`src/rtl/core/llcd_pkg.sv`:
```
// Shared types, constants and small functions for the lidar leg cluster detector.
// Depends on nothing; every other file of the block but llcd_if imports it.
`timescale 1ns / 1ps
`default_nettype none
package llcd_pkg;

   // register map, word index
   localparam logic [2:0] REG_CLUSTER_RADIUS = 3'd0;
   localparam logic [2:0] REG_MIN_CURVE      = 3'd1;
   localparam logic [2:0] REG_LEG_LEN_MIN    = 3'd2;
   localparam logic [2:0] REG_LEG_LEN_MAX    = 3'd3;
   localparam logic [2:0] REG_MAX_TARGET     = 3'd4;
   localparam logic [2:0] REG_ANGLE_START    = 3'd5;
   localparam logic [2:0] REG_ANGLE_STEP     = 3'd6;
   localparam logic [2:0] REG_ANGLE_END      = 3'd7;

   localparam logic [15:0] RST_CLUSTER_RADIUS = 16'd500;
   localparam logic [15:0] RST_MIN_CURVE      = 16'd282;
   localparam logic [15:0] RST_LEG_LEN_MIN    = 16'd60;
   localparam logic [15:0] RST_LEG_LEN_MAX    = 16'd200;
   localparam logic [15:0] RST_MAX_TARGET     = 16'd5000;
   localparam logic [15:0] RST_ANGLE_START    = 16'h8000;
   localparam logic [15:0] RST_ANGLE_STEP     = 16'd64;
   localparam logic [15:0] RST_ANGLE_END      = 16'h7FFF;

   // report kinds
   localparam logic KIND_LEG    = 1'b0;
   localparam logic KIND_TARGET = 1'b1;

   // inverse CORDIC gain, Q16
   localparam logic [15:0] KINV_Q16 = 16'd39797;
   localparam int          MAX_ROT  = 24;

   typedef struct packed {
      logic [15:0] cluster_radius_mm;
      logic [15:0] min_curve_q8;
      logic [15:0] leg_len_min_mm;
      logic [15:0] leg_len_max_mm;
      logic [15:0] max_target_mm;
      logic [15:0] angle_start;
      logic [15:0] angle_step;
      logic [15:0] angle_end;
   } cfg_type;

   // one beat from the front end to the back end
   typedef struct packed {
      logic               pt;
      logic               eos;
      logic signed [16:0] x;
      logic signed [16:0] y;
   } pt_entry_type;

   // arctangent of 2^-i, angle units scaled by 256
   function automatic logic signed [24:0] atan_val(input logic [4:0] i);
      logic signed [24:0] v;
      unique case (i)
         5'd0:  v = 25'sd2097152;
         5'd1:  v = 25'sd1238021;
         5'd2:  v = 25'sd654136;
         5'd3:  v = 25'sd332050;
         5'd4:  v = 25'sd166669;
         5'd5:  v = 25'sd83416;
         5'd6:  v = 25'sd41718;
         5'd7:  v = 25'sd20860;
         5'd8:  v = 25'sd10430;
         5'd9:  v = 25'sd5215;
         5'd10: v = 25'sd2608;
         5'd11: v = 25'sd1304;
         5'd12: v = 25'sd652;
         5'd13: v = 25'sd326;
         5'd14: v = 25'sd163;
         5'd15: v = 25'sd81;
         5'd16: v = 25'sd41;
         5'd17: v = 25'sd20;
         5'd18: v = 25'sd10;
         5'd19: v = 25'sd5;
         5'd20: v = 25'sd3;
         5'd21: v = 25'sd1;
         5'd22: v = 25'sd1;
         default: v = 25'sd0;
      endcase
      return v;
   endfunction

   // saturate to the 17-bit position range
   function automatic logic signed [16:0] clamp_pos(input logic signed [39:0] v);
      logic signed [16:0] r;
      if (v < -40'sd65536)
         r = -17'sd65536;
      else if (v > 40'sd65535)
         r = 17'sd65535;
      else
         r = v[16:0];
      return r;
   endfunction

endpackage
`default_nettype wire

```
`src/rtl/core/llcd_if.sv`:
```
// Valid/ready channel interfaces for the sample input and the report output.
// Depend on nothing.
`timescale 1ns / 1ps
`default_nettype none


interface llcd_rsp_if;
   logic               valid;
   logic               ready;
   logic               report_kind;
   logic signed [16:0] pos_x_mm;
   logic signed [16:0] pos_y_mm;
   logic               target_updated;
   logic               last_of_run;
   modport source (output valid, output report_kind, output pos_x_mm, output pos_y_mm,
                   output target_updated, output last_of_run, input ready);
   modport sink   (input valid, input report_kind, input pos_x_mm, input pos_y_mm,
                   input target_updated, input last_of_run, output ready);
endinterface
`default_nettype wire

```
`src/rtl/core/llcd_back.sv`:
```
// Back end: clustering, path length by iterative square root, leg test,
// centroid by iterative division, target choice and report output register.
// Depends on llcd_pkg and llcd_if.
`timescale 1ns / 1ps
`default_nettype none
module llcd_back #(
   parameter int MAX_POINTS = 1024
) (
   input  wire logic                  clock,
   input  wire logic                  reset,
   input  wire llcd_pkg::cfg_type     cfg,
   input  wire llcd_pkg::pt_entry_type pop_entry,
   input  wire logic                  pop_valid,
   output logic                       pop_ready,
   llcd_rsp_if.source                 rsp
);
   import llcd_pkg::*;

   localparam int CNT_W = $clog2(MAX_POINTS) + 1;
   localparam int SUM_W = 17 + CNT_W;
   localparam int DCW   = $clog2(SUM_W + 1);

   typedef enum logic [4:0] {
      B_IDLE, B_PT_CHK, B_PT_RAD, B_SPLIT, B_SQRT, B_PATH, B_START, B_AFTER,
      B_EOS, B_CLOSE, B_CURVE_A, B_CURVE_B, B_CURVE_C, B_CURVE_D, B_CURVE_E,
      B_DIV_INIT, B_DIV_RUN, B_DIV_DONE, B_LEG_EMIT, B_BEST_A, B_BEST_B,
      B_REPORT, B_D2_X, B_D2_Y, B_D2_S
   } bstate_type;

   bstate_type               state_ff;
   bstate_type               ret_ff;
   bstate_type               close_ret_ff;

   // current beat
   logic signed [16:0]       cur_x_ff;
   logic signed [16:0]       cur_y_ff;
   logic                     cur_eos_ff;

   // cluster state
   logic signed [16:0]       first_x_ff;
   logic signed [16:0]       first_y_ff;
   logic signed [16:0]       prev_x_ff;
   logic signed [16:0]       prev_y_ff;
   logic [23:0]              path_ff;
   logic signed [SUM_W-1:0]  sum_x_ff;
   logic signed [SUM_W-1:0]  sum_y_ff;
   logic [CNT_W-1:0]         count_ff;
   logic                     best_valid_ff;
   logic signed [16:0]       best_x_ff;
   logic signed [16:0]       best_y_ff;
   logic [35:0]              best_d2_ff;
   logic signed [16:0]       target_x_ff;
   logic signed [16:0]       target_y_ff;

   // arithmetic scratch
   logic [16:0]              dx_ff;
   logic [16:0]              dy_ff;
   logic [63:0]              acc_ff;
   logic [35:0]              d2_ff;
   logic [35:0]              rad2_ff;
   logic [47:0]              lhs_ff;
   logic [31:0]              mc2_ff;
   logic [63:0]              prod_ff;
   logic [31:0]              mul_a_in;
   logic [31:0]              mul_b_in;

   logic [35:0]              sq_n_ff;
   logic [20:0]              sq_rem_ff;
   logic [17:0]              sq_root_ff;
   logic [4:0]               sq_cnt_ff;
   logic [20:0]              sq_sh;
   logic [20:0]              sq_trial;

   logic [SUM_W-1:0]         dv_num_ff;
   logic [CNT_W-1:0]         dv_rem_ff;
   logic [DCW-1:0]           dv_cnt_ff;
   logic                     dv_sel_ff;
   logic                     dv_neg_ff;
   logic [CNT_W:0]           dv_sh;
   logic                     dv_ge;
   logic signed [SUM_W-1:0]  dv_sum;
   logic [SUM_W-1:0]         dv_mag;
   logic signed [SUM_W:0]    dv_val;
   logic signed [16:0]       cen_x_ff;
   logic signed [16:0]       cen_y_ff;

   // output register
   logic                     rsp_valid_ff;
   logic                     rsp_kind_ff;
   logic signed [16:0]       rsp_x_ff;
   logic signed [16:0]       rsp_y_ff;
   logic                     rsp_upd_ff;
   logic                     rsp_last_ff;
   logic                     out_free;
   logic                     rsp_load;

   logic signed [17:0]       diff_a;
   logic signed [17:0]       diff_b;
   logic [24:0]              path_sum;
   logic [67:0]              curve_rhs;
   logic                     leg_len_ok;

   assign out_free  = !rsp_valid_ff || rsp.ready;
   assign rsp_load  = out_free && (state_ff == B_LEG_EMIT || state_ff == B_REPORT);
   assign pop_ready = (state_ff == B_IDLE);

   assign rsp.valid          = rsp_valid_ff;
   assign rsp.report_kind    = rsp_kind_ff;
   assign rsp.pos_x_mm       = rsp_x_ff;
   assign rsp.pos_y_mm       = rsp_y_ff;
   assign rsp.target_updated = rsp_upd_ff;
   assign rsp.last_of_run    = rsp_last_ff;

   // shared multiplier operands
   always_comb begin
      mul_a_in = '0;
      mul_b_in = '0;
      unique case (state_ff)
         B_D2_X: begin
            mul_a_in = 32'(dx_ff);
            mul_b_in = 32'(dx_ff);
         end
         B_D2_Y: begin
            mul_a_in = 32'(dy_ff);
            mul_b_in = 32'(dy_ff);
         end
         B_PT_CHK: begin
            mul_a_in = 32'(cfg.cluster_radius_mm);
            mul_b_in = 32'(cfg.cluster_radius_mm);
         end
         B_CURVE_A: begin
            mul_a_in = {8'b0, path_ff[15:0], 8'b0};
            mul_b_in = {8'b0, path_ff[15:0], 8'b0};
         end
         B_CURVE_B: begin
            mul_a_in = 32'(cfg.min_curve_q8);
            mul_b_in = 32'(cfg.min_curve_q8);
         end
         B_CURVE_C: begin
            mul_a_in = d2_ff[31:0];
            mul_b_in = prod_ff[31:0];
         end
         B_CURVE_D: begin
            mul_a_in = {28'b0, d2_ff[35:32]};
            mul_b_in = mc2_ff;
         end
         B_BEST_A: begin
            mul_a_in = 32'(cfg.max_target_mm);
            mul_b_in = 32'(cfg.max_target_mm);
         end
         default: begin
            mul_a_in = '0;
            mul_b_in = '0;
         end
      endcase
   end

   always_ff @(posedge clock) begin
      prod_ff <= 64'(mul_a_in) * 64'(mul_b_in);
   end

   // square root and divider steps, misc datapath
   always_comb begin
      sq_sh      = {sq_rem_ff[18:0], sq_n_ff[35:34]};
      sq_trial   = {1'b0, sq_root_ff, 2'b01};
      dv_sh      = {dv_rem_ff, dv_num_ff[SUM_W-1]};
      dv_ge      = dv_sh >= {1'b0, count_ff};
      dv_sum     = dv_sel_ff ? sum_y_ff : sum_x_ff;
      dv_mag     = dv_sum[SUM_W-1] ? SUM_W'(-dv_sum) : SUM_W'(dv_sum);
      dv_val     = dv_neg_ff ? -signed'({1'b0, dv_num_ff}) : signed'({1'b0, dv_num_ff});
      path_sum   = {1'b0, path_ff} + 25'(sq_root_ff);
      curve_rhs  = {4'b0, acc_ff} + {prod_ff[35:0], 32'b0};
      leg_len_ok = (path_ff > 24'(cfg.leg_len_min_mm)) &&
                   (path_ff < 24'(cfg.leg_len_max_mm));
      diff_a     = 18'(cur_x_ff) - 18'(first_x_ff);
      diff_b     = 18'(cur_y_ff) - 18'(first_y_ff);
   end

   function automatic logic [16:0] abs18(input logic signed [17:0] v);
      return v[17] ? 17'(-v) : v[16:0];
   endfunction

   always_ff @(posedge clock) begin
      if (reset) begin
         state_ff      <= B_IDLE;
         ret_ff        <= B_IDLE;
         close_ret_ff  <= B_IDLE;
         count_ff      <= '0;
         path_ff       <= '0;
         best_valid_ff <= 1'b0;
         target_x_ff   <= '0;
         target_y_ff   <= '0;
         rsp_valid_ff  <= 1'b0;
      end else begin
         // drop a taken report unless a new one loads
         if (rsp_valid_ff && rsp.ready && !rsp_load)
            rsp_valid_ff <= 1'b0;

         unique case (state_ff)
            B_IDLE: begin
               if (pop_valid) begin
                  cur_x_ff   <= pop_entry.x;
                  cur_y_ff   <= pop_entry.y;
                  cur_eos_ff <= pop_entry.eos;
                  state_ff   <= pop_entry.pt ? B_PT_CHK : B_EOS;
               end
            end
            B_PT_CHK: begin
               if (count_ff == '0)
                  state_ff <= B_START;
               else
                  state_ff <= B_PT_RAD;
            end
            B_PT_RAD: begin
               rad2_ff  <= 36'(prod_ff[31:0]);
               dx_ff    <= abs18(diff_a);
               dy_ff    <= abs18(diff_b);
               ret_ff   <= B_SPLIT;
               state_ff <= B_D2_X;
            end
            B_SPLIT: begin
               if (d2_ff > rad2_ff || count_ff >= CNT_W'(MAX_POINTS)) begin
                  close_ret_ff <= B_START;
                  state_ff     <= B_CLOSE;
               end else begin
                  dx_ff    <= abs18(18'(cur_x_ff) - 18'(prev_x_ff));
                  dy_ff    <= abs18(18'(cur_y_ff) - 18'(prev_y_ff));
                  ret_ff   <= B_SQRT;
                  // first pass through B_SQRT loads the root unit
                  sq_cnt_ff <= 5'd31;
                  state_ff <= B_D2_X;
               end
            end
            B_SQRT: begin
               if (sq_cnt_ff == 5'd31) begin
                  sq_n_ff    <= d2_ff;
                  sq_rem_ff  <= '0;
                  sq_root_ff <= '0;
                  sq_cnt_ff  <= '0;
               end else begin
                  sq_n_ff <= {sq_n_ff[33:0], 2'b00};
                  if (sq_sh >= sq_trial) begin
                     sq_rem_ff  <= sq_sh - sq_trial;
                     sq_root_ff <= {sq_root_ff[16:0], 1'b1};
                  end else begin
                     sq_rem_ff  <= sq_sh;
                     sq_root_ff <= {sq_root_ff[16:0], 1'b0};
                  end
                  sq_cnt_ff <= sq_cnt_ff + 5'd1;
                  if (sq_cnt_ff == 5'd17)
                     state_ff <= B_PATH;
               end
            end
            B_PATH: begin
               path_ff   <= path_sum[24] ? 24'hFFFFFF : path_sum[23:0];
               sum_x_ff  <= sum_x_ff + SUM_W'(cur_x_ff);
               sum_y_ff  <= sum_y_ff + SUM_W'(cur_y_ff);
               count_ff  <= count_ff + CNT_W'(1);
               prev_x_ff <= cur_x_ff;
               prev_y_ff <= cur_y_ff;
               state_ff  <= B_AFTER;
            end
            B_START: begin
               first_x_ff <= cur_x_ff;
               first_y_ff <= cur_y_ff;
               prev_x_ff  <= cur_x_ff;
               prev_y_ff  <= cur_y_ff;
               path_ff    <= '0;
               sum_x_ff   <= SUM_W'(cur_x_ff);
               sum_y_ff   <= SUM_W'(cur_y_ff);
               count_ff   <= CNT_W'(1);
               state_ff   <= B_AFTER;
            end
            B_AFTER: begin
               state_ff <= cur_eos_ff ? B_EOS : B_IDLE;
            end
            B_EOS: begin
               close_ret_ff <= B_REPORT;
               state_ff     <= B_CLOSE;
            end
            // close the open cluster, test for a leg
            B_CLOSE: begin
               if (count_ff == '0) begin
                  state_ff <= close_ret_ff;
               end else if (!leg_len_ok) begin
                  count_ff <= '0;
                  state_ff <= close_ret_ff;
               end else begin
                  dx_ff    <= abs18(18'(prev_x_ff) - 18'(first_x_ff));
                  dy_ff    <= abs18(18'(prev_y_ff) - 18'(first_y_ff));
                  ret_ff   <= B_CURVE_A;
                  state_ff <= B_D2_X;
               end
            end
            B_CURVE_A: state_ff <= B_CURVE_B;
            B_CURVE_B: begin
               lhs_ff   <= prod_ff[47:0];
               state_ff <= B_CURVE_C;
            end
            B_CURVE_C: begin
               mc2_ff   <= prod_ff[31:0];
               state_ff <= B_CURVE_D;
            end
            B_CURVE_D: begin
               acc_ff   <= prod_ff;
               state_ff <= B_CURVE_E;
            end
            B_CURVE_E: begin
               if (lhs_ff != '0 && (mc2_ff == '0 || curve_rhs < 68'(lhs_ff))) begin
                  dv_sel_ff <= 1'b0;
                  state_ff  <= B_DIV_INIT;
               end else begin
                  count_ff <= '0;
                  state_ff <= close_ret_ff;
               end
            end
            // centroid, x then y
            B_DIV_INIT: begin
               dv_neg_ff <= dv_sum[SUM_W-1];
               dv_num_ff <= dv_mag + SUM_W'(count_ff >> 1);
               dv_rem_ff <= '0;
               dv_cnt_ff <= '0;
               state_ff  <= B_DIV_RUN;
            end
            B_DIV_RUN: begin
               dv_num_ff <= {dv_num_ff[SUM_W-2:0], dv_ge};
               dv_rem_ff <= dv_ge ? CNT_W'(dv_sh - {1'b0, count_ff}) : CNT_W'(dv_sh);
               dv_cnt_ff <= dv_cnt_ff + DCW'(1);
               if (dv_cnt_ff == DCW'(SUM_W - 1))
                  state_ff <= B_DIV_DONE;
            end
            B_DIV_DONE: begin
               if (dv_sel_ff) begin
                  cen_y_ff <= clamp_pos(40'(dv_val));
                  state_ff <= B_LEG_EMIT;
               end else begin
                  cen_x_ff  <= clamp_pos(40'(dv_val));
                  dv_sel_ff <= 1'b1;
                  state_ff  <= B_DIV_INIT;
               end
            end
            B_LEG_EMIT: begin
               if (out_free) begin
                  rsp_valid_ff <= 1'b1;
                  rsp_kind_ff  <= KIND_LEG;
                  rsp_x_ff     <= cen_x_ff;
                  rsp_y_ff     <= cen_y_ff;
                  rsp_upd_ff   <= 1'b0;
                  // an end-of-scan beat always ends with its target report
                  rsp_last_ff  <= !cur_eos_ff;
                  dx_ff        <= abs18(18'(cen_x_ff));
                  dy_ff        <= abs18(18'(cen_y_ff));
                  ret_ff       <= B_BEST_A;
                  state_ff     <= B_D2_X;
               end
            end
            B_BEST_A: state_ff <= B_BEST_B;
            B_BEST_B: begin
               if (36'(prod_ff[31:0]) > d2_ff &&
                   (!best_valid_ff || d2_ff > best_d2_ff)) begin
                  best_valid_ff <= 1'b1;
                  best_x_ff     <= cen_x_ff;
                  best_y_ff     <= cen_y_ff;
                  best_d2_ff    <= d2_ff;
               end
               count_ff <= '0;
               state_ff <= close_ret_ff;
            end
            B_REPORT: begin
               if (out_free) begin
                  rsp_valid_ff <= 1'b1;
                  rsp_kind_ff  <= KIND_TARGET;
                  rsp_upd_ff   <= best_valid_ff;
                  rsp_last_ff  <= 1'b1;
                  if (best_valid_ff) begin
                     target_x_ff <= best_x_ff;
                     target_y_ff <= best_y_ff;
                     rsp_x_ff    <= best_x_ff;
                     rsp_y_ff    <= best_y_ff;
                  end else begin
                     rsp_x_ff <= target_x_ff;
                     rsp_y_ff <= target_y_ff;
                  end
                  best_valid_ff <= 1'b0;
                  count_ff      <= '0;
                  state_ff      <= B_IDLE;
               end
            end
            // squared distance of dx_ff, dy_ff
            B_D2_X: state_ff <= B_D2_Y;
            B_D2_Y: begin
               acc_ff   <= prod_ff;
               state_ff <= B_D2_S;
            end
            B_D2_S: begin
               d2_ff    <= 36'(acc_ff[34:0]) + 36'(prod_ff[34:0]);
               state_ff <= ret_ff;
            end
            default: state_ff <= B_IDLE;
         endcase
      end
   end

endmodule
`default_nettype wire

```
`src/flat_wrapper.sv`:
```
// flat-port wrapper written by rule: the top's interface ports become plain ports
module llcd_back_flat import llcd_pkg::*;
#(
   parameter int MAX_POINTS = 1024
)
  (clock, reset, cfg, pop_entry, pop_valid, pop_ready, rsp_valid, rsp_report_kind, rsp_pos_x_mm, rsp_pos_y_mm, rsp_target_updated, rsp_last_of_run, rsp_ready);
  llcd_rsp_if rsp_i ();
  input  wire logic clock;
  input  wire logic reset;
  input  wire llcd_pkg::cfg_type cfg;
  input  wire llcd_pkg::pt_entry_type pop_entry;
  input  wire logic pop_valid;
  output logic pop_ready;
  output wire logic [$bits(rsp_i.valid)-1:0] rsp_valid;
  output wire logic [$bits(rsp_i.report_kind)-1:0] rsp_report_kind;
  output wire logic [$bits(rsp_i.pos_x_mm)-1:0] rsp_pos_x_mm;
  output wire logic [$bits(rsp_i.pos_y_mm)-1:0] rsp_pos_y_mm;
  output wire logic [$bits(rsp_i.target_updated)-1:0] rsp_target_updated;
  output wire logic [$bits(rsp_i.last_of_run)-1:0] rsp_last_of_run;
  input wire logic [$bits(rsp_i.ready)-1:0] rsp_ready;
  assign rsp_valid = rsp_i.valid;
  assign rsp_report_kind = rsp_i.report_kind;
  assign rsp_pos_x_mm = rsp_i.pos_x_mm;
  assign rsp_pos_y_mm = rsp_i.pos_y_mm;
  assign rsp_target_updated = rsp_i.target_updated;
  assign rsp_last_of_run = rsp_i.last_of_run;
  assign rsp_i.ready = rsp_ready;
  llcd_back #(.MAX_POINTS(MAX_POINTS)) u_core (.clock(clock), .reset(reset), .cfg(cfg), .pop_entry(pop_entry), .pop_valid(pop_valid), .pop_ready(pop_ready), .rsp(rsp_i));
endmodule
```
`config.mk`:
```
export PLATFORM = sky130hd
export DESIGN_NAME = llcd_back_flat
export DESIGN_NICKNAME = d
export VERILOG_FILES = /design/src/rtl/core/llcd_pkg.sv /design/src/rtl/core/llcd_if.sv /design/src/rtl/core/llcd_back.sv /design/src/flat_wrapper.sv
export SDC_FILE = /design/constraint.sdc
export NUM_CORES = 2
export LEC_CHECK = 0
export ABC_AREA = 1
export BUFFER_PORTS_ARGS = -buffer_cell sky130_fd_sc_hd__buf_2
export CORE_MARGIN = 2
export CORE_UTILIZATION = 45
export DETAILED_ROUTE_END_ITERATION = 7
export GPL_ROUTABILITY_DRIVEN = 0
export PLACE_DENSITY = 0.68
export SETUP_SLACK_MARGIN = 0.15
export SYNTH_ARGS = -nofsm -noshare
export SYNTH_HDL_FRONTEND = slang
export SYNTH_SLANG_ARGS = --single-unit
```
`constraint.sdc`:
```
create_clock -name clock -period 11.64 [get_ports clock]
set_input_delay 1.746 -clock clock [delete_from_list [all_inputs] [get_ports clock]]
set_output_delay 1.746 -clock clock [all_outputs]
set_load 0.01 [all_outputs]
```
==> metrics.cfg <==
[timing]
fin_worst_skew_ps=56.9
finalSetupTns_ps=0
slew_headroom_pct=8.97
hold_viol=0
layout_min_cycle_time_ps=10550
period_share_pct=90.6
worst_slew_pin_slew_ps=1370
finalSetupViolations=0
drv_slew=0
rsz0062_at_grt=no
setup_slack_ps=1090
fmax_mhz=94.8

[finish]
final_net_count=12800
drive_gt1_share_pct=5.43
postLayoutCellArea_mm2=0.0953
final_common_cell=nand2_1
syn2layout_area_growth_pct=8.60
final_cells=13600
mostFrequentLayoutCells=2368 x nand2_1, 2228 x inv_1, 909 x fa_1

[cts]
clockBufferDepth=3
cts.repair.resized=0
cts_tree=done
clk_pin_slew_worst_paths_ps=70
post_cts_buffers=0
cts_buffers=91
numClockSinks=818
clk_latency_ps=750
cts_hold_buf=0
clockRootBuffer=clkbuf_16
htree_num_levels=3

[synthesis]
synth_ff_type=edfxtp_1
syn_inst=10800
synth.distinct_cells=66
syn_avg_cell_area_um2=8.10
synthArstFlopShare_pct=0
syn_nets=12700
synth_edf_count=670
yosysWarningCount=0
synthesis.area_mm2=0.0878
ys_ff_latch=818
seq_area_frac_synth_pct=26.3

[placement]
dp_hpwl_mm=220
io_buffers=158
placed_area_mm2=0.0919
dp_cells=13400
place_ws_ps=1130

[worst_setup_path]
cp_max_fo=15
crit_required_ps=12280
crit_slowest_cell=o21ai_1
crit_type=flip-flop to flip-flop
critPathLaunchType=flip-flop
crit_arrival_ps=11180
slowest_delay_ps=1020
cp-end-kind=flip-flop

[floorplan]
dieHeight_um=446
start_util_pct=45.1
die-area_mm2=0.199
dieWidth_um=446
rows=162
core_area_mm2=0.194
io_pins=207

[power_and_ir_drop]
p_per_area_mw_per_mm2=112
ir_drop_mv=0.127
p_total_mw=10.7
power_leakage_nw=46.7

[route]
dr.pass1.iters=8
routedWlPerCell_um=20.6
drc=0
viasPerCell=5.55
vias=75300
drt_iter0_markers=7534
totalWireLength_mm=279
ant_nets=0

[global_routing]
grt_pass1_vias=74800
grt-ovfl-total=0
grt_pass1_wl_mm=428
grt_max_degree=88
antenna_found_initial=22
grt_usage_pct=27.9

[status]
status=complete, no violations

[worst_hold_path]
hp-class=flip-flop to flip-flop

[flow_run]
maxCapViolCount=0

## per-layer routing
layer | part of all wire (%) | vias up | wire length [um] | track usage [%]
met3 | 9.9 | 909 | 27500 | 7.12
met2 | 45 | 3591 | 125000 | 44.5
met1 | 38 | 36300 | 107000 | 34.5
li1 | - | 34500 | - | -
met5 | 0.037 | - | 103 | 0
met4 | 6.8 | 16 | 19000 | 15.5
## cell usage after synthesis, types with 102 or more instances
| master | count | share of area (%) |
|---|---|---|
| a21oi_1 | 595 | 3.4 |
| clkbuf_1 | 241 | 1.0 |
| nor2_1 | 925 | 4.0 |
| nand2_1 | 2368 | 10 |
| nand3_1 | 363 | 2.1 |
| inv_1 | 2229 | 9.5 |
| nor3_1 | 111 | 0.63 |
| xor2_1 | 213 | 2.1 |
| ha_1 | 739 | 11 |
| o21ai_0 | 487 | 2.8 |
| fa_1 | 909 | 21 |
| edfxtp_1 | 670 | 23 |
| nand4_1 | 126 | 0.90 |
| xnor2_1 | 102 | 1.0 |
| dfxtp_1 | 148 | 3.4 |
## through the flow
| stage | hold WS [ps] | utilization [%] |
|---|---|---|
| 3_3_place_gp | 391 | 47.3 |
| 3_5_place_dp | 393 | 47.3 |
| 5_1_grt | 374 | 49.0 |
| 4_1_cts | 351 | 49.0 |
| 6_report | 374 | 49.0 |
| 2_1_floorplan | 386 | - |
## report_power, final
part | leakage [nW] | internal, mW | total (mW) | switching, mW
clock | 1.62 | 1.87 | 3.20 | 1.32
sequential | 7.29 | 3.49 | 3.66 | 0.163
combinational | 37.7 | 1.12 | 3.81 | 2.69
total | 46.7 | 6.48 | 10.7 | 4.18
## cells by family (layout without fill, tap and decap cells)
family                   after synthesis  after routing  share of synthesized area, %
buffers and inverters               2545           2744                          11.0
XOR/XNOR                             317            317                          3.18
adder cells (fa/ha/maj)             1648           1648                          31.3
AO/OA/AOI/OAI                       1450           1450                          9.25
other                                  0              9                             0
AND/OR/NAND/NOR                     4044           4044                          18.9
flip-flops                           818            818                          26.3
multiplexers                          12             12                         0.137
## area by class of cell
class,instances,area (um^2)
fill,18200,99100
inverter,2261,8490
antenna,9,22.5
multi-input combinational,7471,55200
tap,2542,3180
timing repair buffer,311,1950
clock inverter,59,831
sequential,818,23100
clock buffer,113,2510
## worst paths after layout
| kind | from | cells past startpoint | to | slack [ps] |
|---|---|---|---|---|
| worst max-delay path | u_core.state_ff[4] | 31 | u_core.prod_ff[55] | 1090 |
| worst min-delay path | u_core.prod_ff[52] | 0 | u_core.acc_ff[52] | 370 |
| worst max register to register | u_core.state_ff[4] | 31 | u_core.prod_ff[55] | 1090 |
| worst min register to register | u_core.prod_ff[52] | 0 | u_core.acc_ff[52] | 370 |
## worst max-delay path, delay by kind of cell, from the launching register on
kind                     cells  cell delay (ps)
flip-flops                   1              460
AND/OR/NAND/NOR             10             1880
buffers and inverters        8             1530
AO/OA/AOI/OAI                4             2040
adder cells (fa/ha/maj)      9             4520
## sequential cells by signal, indices dropped and copies added (netlist names), 18 cells and up
| name | count |
|---|---|
| u_core.acc_ff | 64 |
| u_core.prod_ff | 64 |
| u_core.lhs_ff | 48 |
| u_core.best_d2_ff | 36 |
| u_core.d2_ff | 36 |
| u_core.sq_n_ff | 36 |
| u_core.mc2_ff | 32 |
| u_core.rad2_ff | 32 |
| u_core.dv_num_ff | 28 |
| u_core.sum_x_ff | 28 |
| u_core.sum_y_ff | 28 |
| u_core.path_ff | 24 |
| u_core.sq_rem_ff | 19 |
| u_core.sq_root_ff | 18 |
No activity file was read; power rests on OpenSTA's default activity.
